--- config.mk ---
export PLATFORM = sky130hd
export DESIGN_NAME = glzw_packer
export DESIGN_NICKNAME = d
export VERILOG_FILES = /design/src/rtl/glzw_pkg.sv /design/src/rtl/glzw_packer.sv
export SDC_FILE = /design/constraint.sdc
export NUM_CORES = 1
export LEC_CHECK = 0
export BUFFER_PORTS_ARGS = -buffer_cell sky130_fd_sc_hd__buf_2
export CORE_MARGIN = 2
export CORE_UTILIZATION = 40
export CTS_BUF_LIST = sky130_fd_sc_hd__clkbuf_4
export DETAILED_ROUTE_END_ITERATION = 6
export PLACE_DENSITY_LB_ADDON = 0.08
export SYNTH_ARGS = -nofsm -noshare
export SYNTH_HDL_FRONTEND = slang
export SYNTH_SLANG_ARGS = --single-unit
--- constraint.sdc ---
create_clock -name clock -period 3.4 [get_ports clock]
set_input_delay 0.34 -clock clock [delete_from_list [all_inputs] [get_ports clock]]
set_output_delay 0.34 -clock clock [all_outputs]
set_load 0.01 [all_outputs]
--- src/rtl/glzw_pkg.sv ---
package glzw_pkg;

   localparam int PIXEL_BITS = 8;
   localparam int KEY_BITS = 20;
   localparam int CODE_BITS = 12;
   localparam int NEXT_BITS = 13;
   localparam int WIDTH_BITS = 4;
   localparam int EPOCH_BITS = 8;
   localparam int BUF_BITS = 20;
   localparam int COUNT_BITS = 5;

   localparam logic [WIDTH_BITS-1:0] MAX_CODE_WIDTH = 4'd12;
   localparam logic [NEXT_BITS-1:0] NEXT_CODE_MAX = 13'd8191;

   localparam logic [1:0] CSR_MIN_CODE_SIZE = 2'd0;
   localparam logic [1:0] CSR_CLEAR_POINT = 2'd1;
   localparam logic [1:0] CSR_START_WITH_CLEAR = 2'd2;

   // One slot of the hash table: the key, the latest code that holds it, and
   // the generation in which it was written.
   typedef struct packed {
      logic [EPOCH_BITS-1:0] epoch;
      logic [KEY_BITS-1:0] key;
      logic [CODE_BITS-1:0] code;
   } entry_type;

   // A code handed from the controller to the bit packer.
   typedef struct packed {
      logic valid;
      logic [CODE_BITS-1:0] code;
      logic [WIDTH_BITS-1:0] width;
      logic flush;
   } push_type;

endpackage

--- src/rtl/glzw_packer.sv ---
module glzw_packer
   import glzw_pkg::*;
(
   input  logic clock,
   input  logic reset,
   input  push_type push,
   output logic push_ready,
   output logic rsp_tvalid,
   input  logic rsp_tready,
   output logic [7:0] rsp_tdata,
   output logic rsp_tlast
);

   logic [BUF_BITS-1:0] buf_ff, buf_in;
   logic [COUNT_BITS-1:0] count_ff, count_in;
   logic flush_ff, flush_in;
   logic valid_ff, valid_in;
   logic [7:0] data_ff, data_in;
   logic last_ff, last_in;
   logic [CODE_BITS-1:0] mask;
   logic slot_free;
   logic drain;
   logic final_byte;

   assign push_ready = (count_ff < COUNT_BITS'(8)) && !flush_ff;
   assign slot_free = !valid_ff || rsp_tready;
   assign drain = slot_free &&
                  ((count_ff >= COUNT_BITS'(8)) || (flush_ff && count_ff != '0));
   assign final_byte = flush_ff && (count_ff <= COUNT_BITS'(8));
   assign mask = CODE_BITS'((13'd1 << push.width) - 13'd1);

   always_comb begin
      buf_in = buf_ff;
      count_in = count_ff;
      flush_in = flush_ff;
      valid_in = valid_ff && !rsp_tready;
      data_in = data_ff;
      last_in = last_ff;
      if (push.valid && push_ready) begin
         buf_in = buf_ff | (BUF_BITS'(push.code & mask) << count_ff);
         count_in = count_ff + COUNT_BITS'(push.width);
         flush_in = push.flush;
      end else if (drain) begin
         valid_in = 1'b1;
         data_in = buf_ff[7:0];
         last_in = final_byte;
         buf_in = buf_ff >> 8;
         count_in = final_byte ? '0 : count_ff - COUNT_BITS'(8);
         if (final_byte) begin
            flush_in = 1'b0;
         end
      end
   end

   always_ff @(posedge clock) begin
      if (reset) begin
         buf_ff <= '0;
         count_ff <= '0;
         flush_ff <= 1'b0;
         valid_ff <= 1'b0;
      end else begin
         buf_ff <= buf_in;
         count_ff <= count_in;
         flush_ff <= flush_in;
         valid_ff <= valid_in;
      end
      data_ff <= data_in;
      last_ff <= last_in;
   end

   assign rsp_tvalid = valid_ff;
   assign rsp_tdata = data_ff;
   assign rsp_tlast = last_ff;

endmodule

After elaboration in Yosys (flattened, before gate mapping)
Cells that the tools add are included.
Word-level totals
  register bits: 36
  bits of input ports: 21
  output and inout bits: 11
  logic and storage cells: 43
Operators by class
  add/sub/neg operators: 3
  order comparisons: 3
  shift-type cells: 2
  multiplexer cells: 10
  bitwise logic cells: 3
  reduce and logical (&&, ||, !) cells: 16
Operator list (number)
  20-bit two-way mux: 2
  20-bit bitwise OR: 1
  12-bit by 5-bit left shift with 20-bit output: 1
  5-bit two-way mux: 3
  12-bit bitwise AND: 1
  1-bit by 4-bit left shift with 12-bit output, first input constant: 1
  12-bit by 1-bit subtractor with 12-bit output, second input constant: 1
  1-bit logical AND: 6
  5-bit by 4-bit adder with 5-bit output: 1
  5-bit by 4-bit >= comparator with 1-bit output, second input constant: 1
  5-bit by 4-bit less-or-equal comparator with 1-bit output, second input constant: 1
  5-bit by 4-bit less-than comparator with 1-bit output, second input constant: 1
  1-bit two-way mux: 5
  5-bit nonzero test: 1
  5-bit by 4-bit subtractor with 5-bit output, second input constant: 1
  2-bit AND reduction: 2
  2-bit nonzero test: 2
  1-bit logical NOT: 3
  1-bit logical OR: 2
  1-bit inverter: 1

Longest topological paths before layout
  depth after elaboration: 6
  gate-level depth with buffers: 12
  depth with buffers taken out: 9

Least setup slack after synthesis
Ideal clock, no wire load.
  kind: input -> register
  start point: in push[3] (netlist name)
  end point: reg buf_ff[8]
  library setup time: 74 ps
  data arrival time: 2813 ps
  required time: 3326 ps
  path slack: 513 ps
  cell stages on the path: 8
  path buffers: 1
  path through: buf_6 -> or4_4 -> ha_1 -> or4b_1 -> a2111oi_2 -> nor4_1 -> or4_1 -> a31oi_1
On the way
  cells in the longest elaborated chain, start to end: 6
Ends and longest elaborated chain
  start, declared: RTL line glzw_packer.sv:6  | input push_type push,
  1-bit by 4-bit left shift with 12-bit output: RTL line glzw_packer.sv:30  | assign mask = CODE_BITS'((13'd1 << push.width) - 13'd1);
  12-bit by 1-bit subtractor with 12-bit output: RTL line glzw_packer.sv:30
  12-bit bitwise AND: RTL line glzw_packer.sv:40  | buf_in = buf_ff | (BUF_BITS'(push.code & mask) << count_ff);
  12-bit by 5-bit left shift with 20-bit output: RTL line glzw_packer.sv:40
  20-bit bitwise OR: RTL line glzw_packer.sv:40
  20-bit two-way mux: RTL line glzw_packer.sv:39  | if (push.valid && push_ready) begin
  end signal, assigned: RTL line glzw_packer.sv:62  | buf_ff <= buf_in;
  end, declared: RTL line glzw_packer.sv:14  | logic [BUF_BITS-1:0] buf_ff, buf_in;
No other way between the ends.
A chain may end at the register's enable or synchronous reset.

Worst setup path after layout
  start point: in push[1] (netlist name)
  end point: reg buf_ff[5]
The elaborated chain is that of the path after synthesis.

==> impl_results.md <==
- Worst EP arrival: 3150 ps
- Vias: 2762
- Mapped cell area: 2750 sq um
- Final Hold Vio Count: 0
- PD cells: 749 nW/um^2
- Top cells by area, synth: dfxtp_1, edfxtp_1, o21ai_0
- Area Growth Syn to Fin: 14.0%
- VDD IR max: 0.238 mV
- CTS H-Tree Depth: 2
- Ys Warns: 0
- CTS resizes: 0
- Fin Setup TNS: 0 ps
- Syn Nets: 373
- First-pass DRT Iterations: 5
- Setup Buffers After CTS: 0
- Clk_skew: 8.59 ps
- CTS Hold Bufs: 0
- Worst reg2reg path startpoint: count_ff[4]
- Synth async-reset ratio: 0%
- Worst Tran Pin Value: 707 ps
- Post-synthesis sequential area ratio: 29.5%
- Synth top cells by count: nor2_1, nand2_1, dfxtp_1
- Maximum Capacitance Violations: 0
- Share of cells above drive strength 1: 17.4%
- First-pass GRT wire length: 13200 um
- Root buf cell: clkbuf_4
- Flop2flop setup slack: 780 ps
- Crit path capture type: flip-flop
- DIE WIDTH: 86.9 um
- Fmax: 348 MHz
- Clk_lat worst skew: 340 ps
- Fin crit period: 2870 ps
- Leak: 0.00121 uW
- Multi-input gate area: 1760 sq um
- Vias in the first global route: 2630
- # DRC: 0
- Largest net degree at the start of global routing: 28
- Setup ws final: 529 ps
- DIE HEIGHT: 86.9 um
- CTS tree: done
- Area leader, netlist: dfxtp_1
- WP data required: 3680 ps
- Unrepaired setup endpoints after global routing: false
- Hpwl dp: 5930 um
- CTS Buf Count: 5
- Critical path type: input port to flip-flop
- Post-place setup slack: 213 ps
- Global route overflow: 0
- Hold path start: push[0]
- DIE AREA: 7540 sq um
- PortBufs: 31
- Most common cell in the netlist: nor2_1
- Final RePlAce weighted congestion: 0.880
- Main synth FF type: dfxtp_1
- Max-slew headroom: 52.8%
- Clock transition at the registers of the reported paths: 120 ps
- Wire length per cell: 17.5 um
- # diodes: 0
- 1st-iter DRT viols: 162
- Post-synthesis register bit count: 36
- Initial antenna violation count: 0
- Status: complete, no violations
- FP Rows: 30
- Clock buffer depth: 2
- Register Area: 811 sq um
- Global Route Usage Sum: 21.8%
- Post-Syn Instances: 345
- Worst Setup SP: push[1]
- Critical-path maximum fanout: 13
- Number of vias per cell: 6.10
- Max-slew violations: 0
- Post-synth EDFFs: 9
- Yosys top cell area share: 19.7%
- Syn avg cell area: 7.96 sq um
- Fillers: 680
- Final period utilization: 84.5%
- Clock Sinks: 36
- Routed Antenna Nets: 0
- Finish-stage setup viols: 0
- Hold crit path type: input port to flip-flop
- Core area: 6720 sq um
- CP startpoint kind: input port
- I/O pins: 32
- Starting density of the core: 40.9%
- Cell variety after synth: 69
- Post-Route WL: 7950 um
- Fin nets: 400
-- sequential cells by signal, indices dropped and copies added, names as in the netlist --
name and cells:
rsp_tdata 8, buf_ff 20, rsp_tlast 1, flush_ff 1, count_ff 5, rsp_tvalid 1
-- cell families (layout without fill, tap and decap cells) --
family          after synthesis  count (layout)  synth area share (%)
flops                        36              36                  29.5
compound gates              120             120                  30.6
simple gates                129             129                  24.8
xor+xnor                      2               2                 0.638
mux                           9               9                  4.69
fa+ha+maj                     7               7                  3.46
buf+inv                      42              70                  6.33
-- per-layer routing --
metal | track usage [%] | share of wire, %
met1 | 29.8 | 47
met2 | 35.4 | 46
met3 | 3.32 | 4.7
met4 | 6.96 | 2.1
met5 | 0 | 0
-- final timing paths --
path / endpoint / cells past startpoint
setup reg to reg: buf_ff[19] / 8
hold / removal: flush_ff / 3
hold reg to reg: rsp_tdata[7] / 0
setup / recovery: buf_ff[5] / 9
-- stage by stage --
stage,hold slack (ps),util [%],cells,total power [uW],area [sq um]
floorplan,403,-,345,1510,2750
global placement,413,44.7,445,1890,3000
detailed placement,411,44.7,445,1890,3000
CTS,250,46.6,453,2340,3130
global route,249,46.6,453,2530,3130
finish,254,46.6,453,2350,3130
-- layout make-up --
type | instances | area share (%)
Inverter | 15 | 1.80
Sequential cell | 36 | 25.9
Multi-Input combinational cell | 267 | 56.3
Tap cell | 80 | 3.20
Timing Repair Buffer | 47 | 8.79
Clock inverter | 3 | 2.88
Clock buffer | 5 | 1.20
-- cell usage in the layout (no fill, tap or decap), types with 3 or more instances in the layout --
cell | netlist | layout
mux2i_1 | 5 | 5
ha_1 | 6 | 6
buf_4 | 0 | 16
buf_2 | 7 | 31
nand3_1 | 6 | 6
o2bb2ai_1 | 4 | 4
and3_1 | 3 | 3
o21a_1 | 5 | 5
nor3_1 | 12 | 12
nand2_1 | 29 | 29
o22ai_1 | 6 | 6
nand4_1 | 3 | 3
o31ai_1 | 4 | 4
nand3b_1 | 7 | 7
a21o_1 | 6 | 6
nand2b_1 | 4 | 4
nor4_1 | 3 | 3
mux4_2 | 3 | 3
o211ai_1 | 4 | 4
nor2_1 | 32 | 32
a211oi_1 | 7 | 7
nor2b_1 | 5 | 5
inv_1 | 13 | 13
a22oi_1 | 7 | 7
a221o_1 | 3 | 3
a21oi_1 | 14 | 14
dfxtp_1 | 27 | 27
and2_1 | 6 | 6
a31oi_1 | 10 | 10
a32oi_1 | 4 | 4
o21ai_0 | 24 | 24
nor3b_1 | 3 | 3
clkbuf_4 | 0 | 5
edfxtp_1 | 9 | 9
or4_1 | 4 | 4
bufinv_16 | 0 | 3
or3_1 | 3 | 3
-- power by group --
group | leakage (uW) | switching [uW] | internal [uW] | total, uW
combinational | 0.000837 | 768 | 464 | 1230
clock | 0.0000654 | 149 | 303 | 452
sequential | 0.000310 | 69.4 | 594 | 664
total | 0.00121 | 986 | 1360 | 2350
-- worst max-delay path: stages --
cell	delay [ps]
buf_2	170
or4_4	520
ha_1	340
or4b_1	530
a2111oi_2	420
nor4_1	90
o21ai_0	450
nand3_1	140
a31oi_1	140
Note: power is estimated with default switching activity, not from simulation.
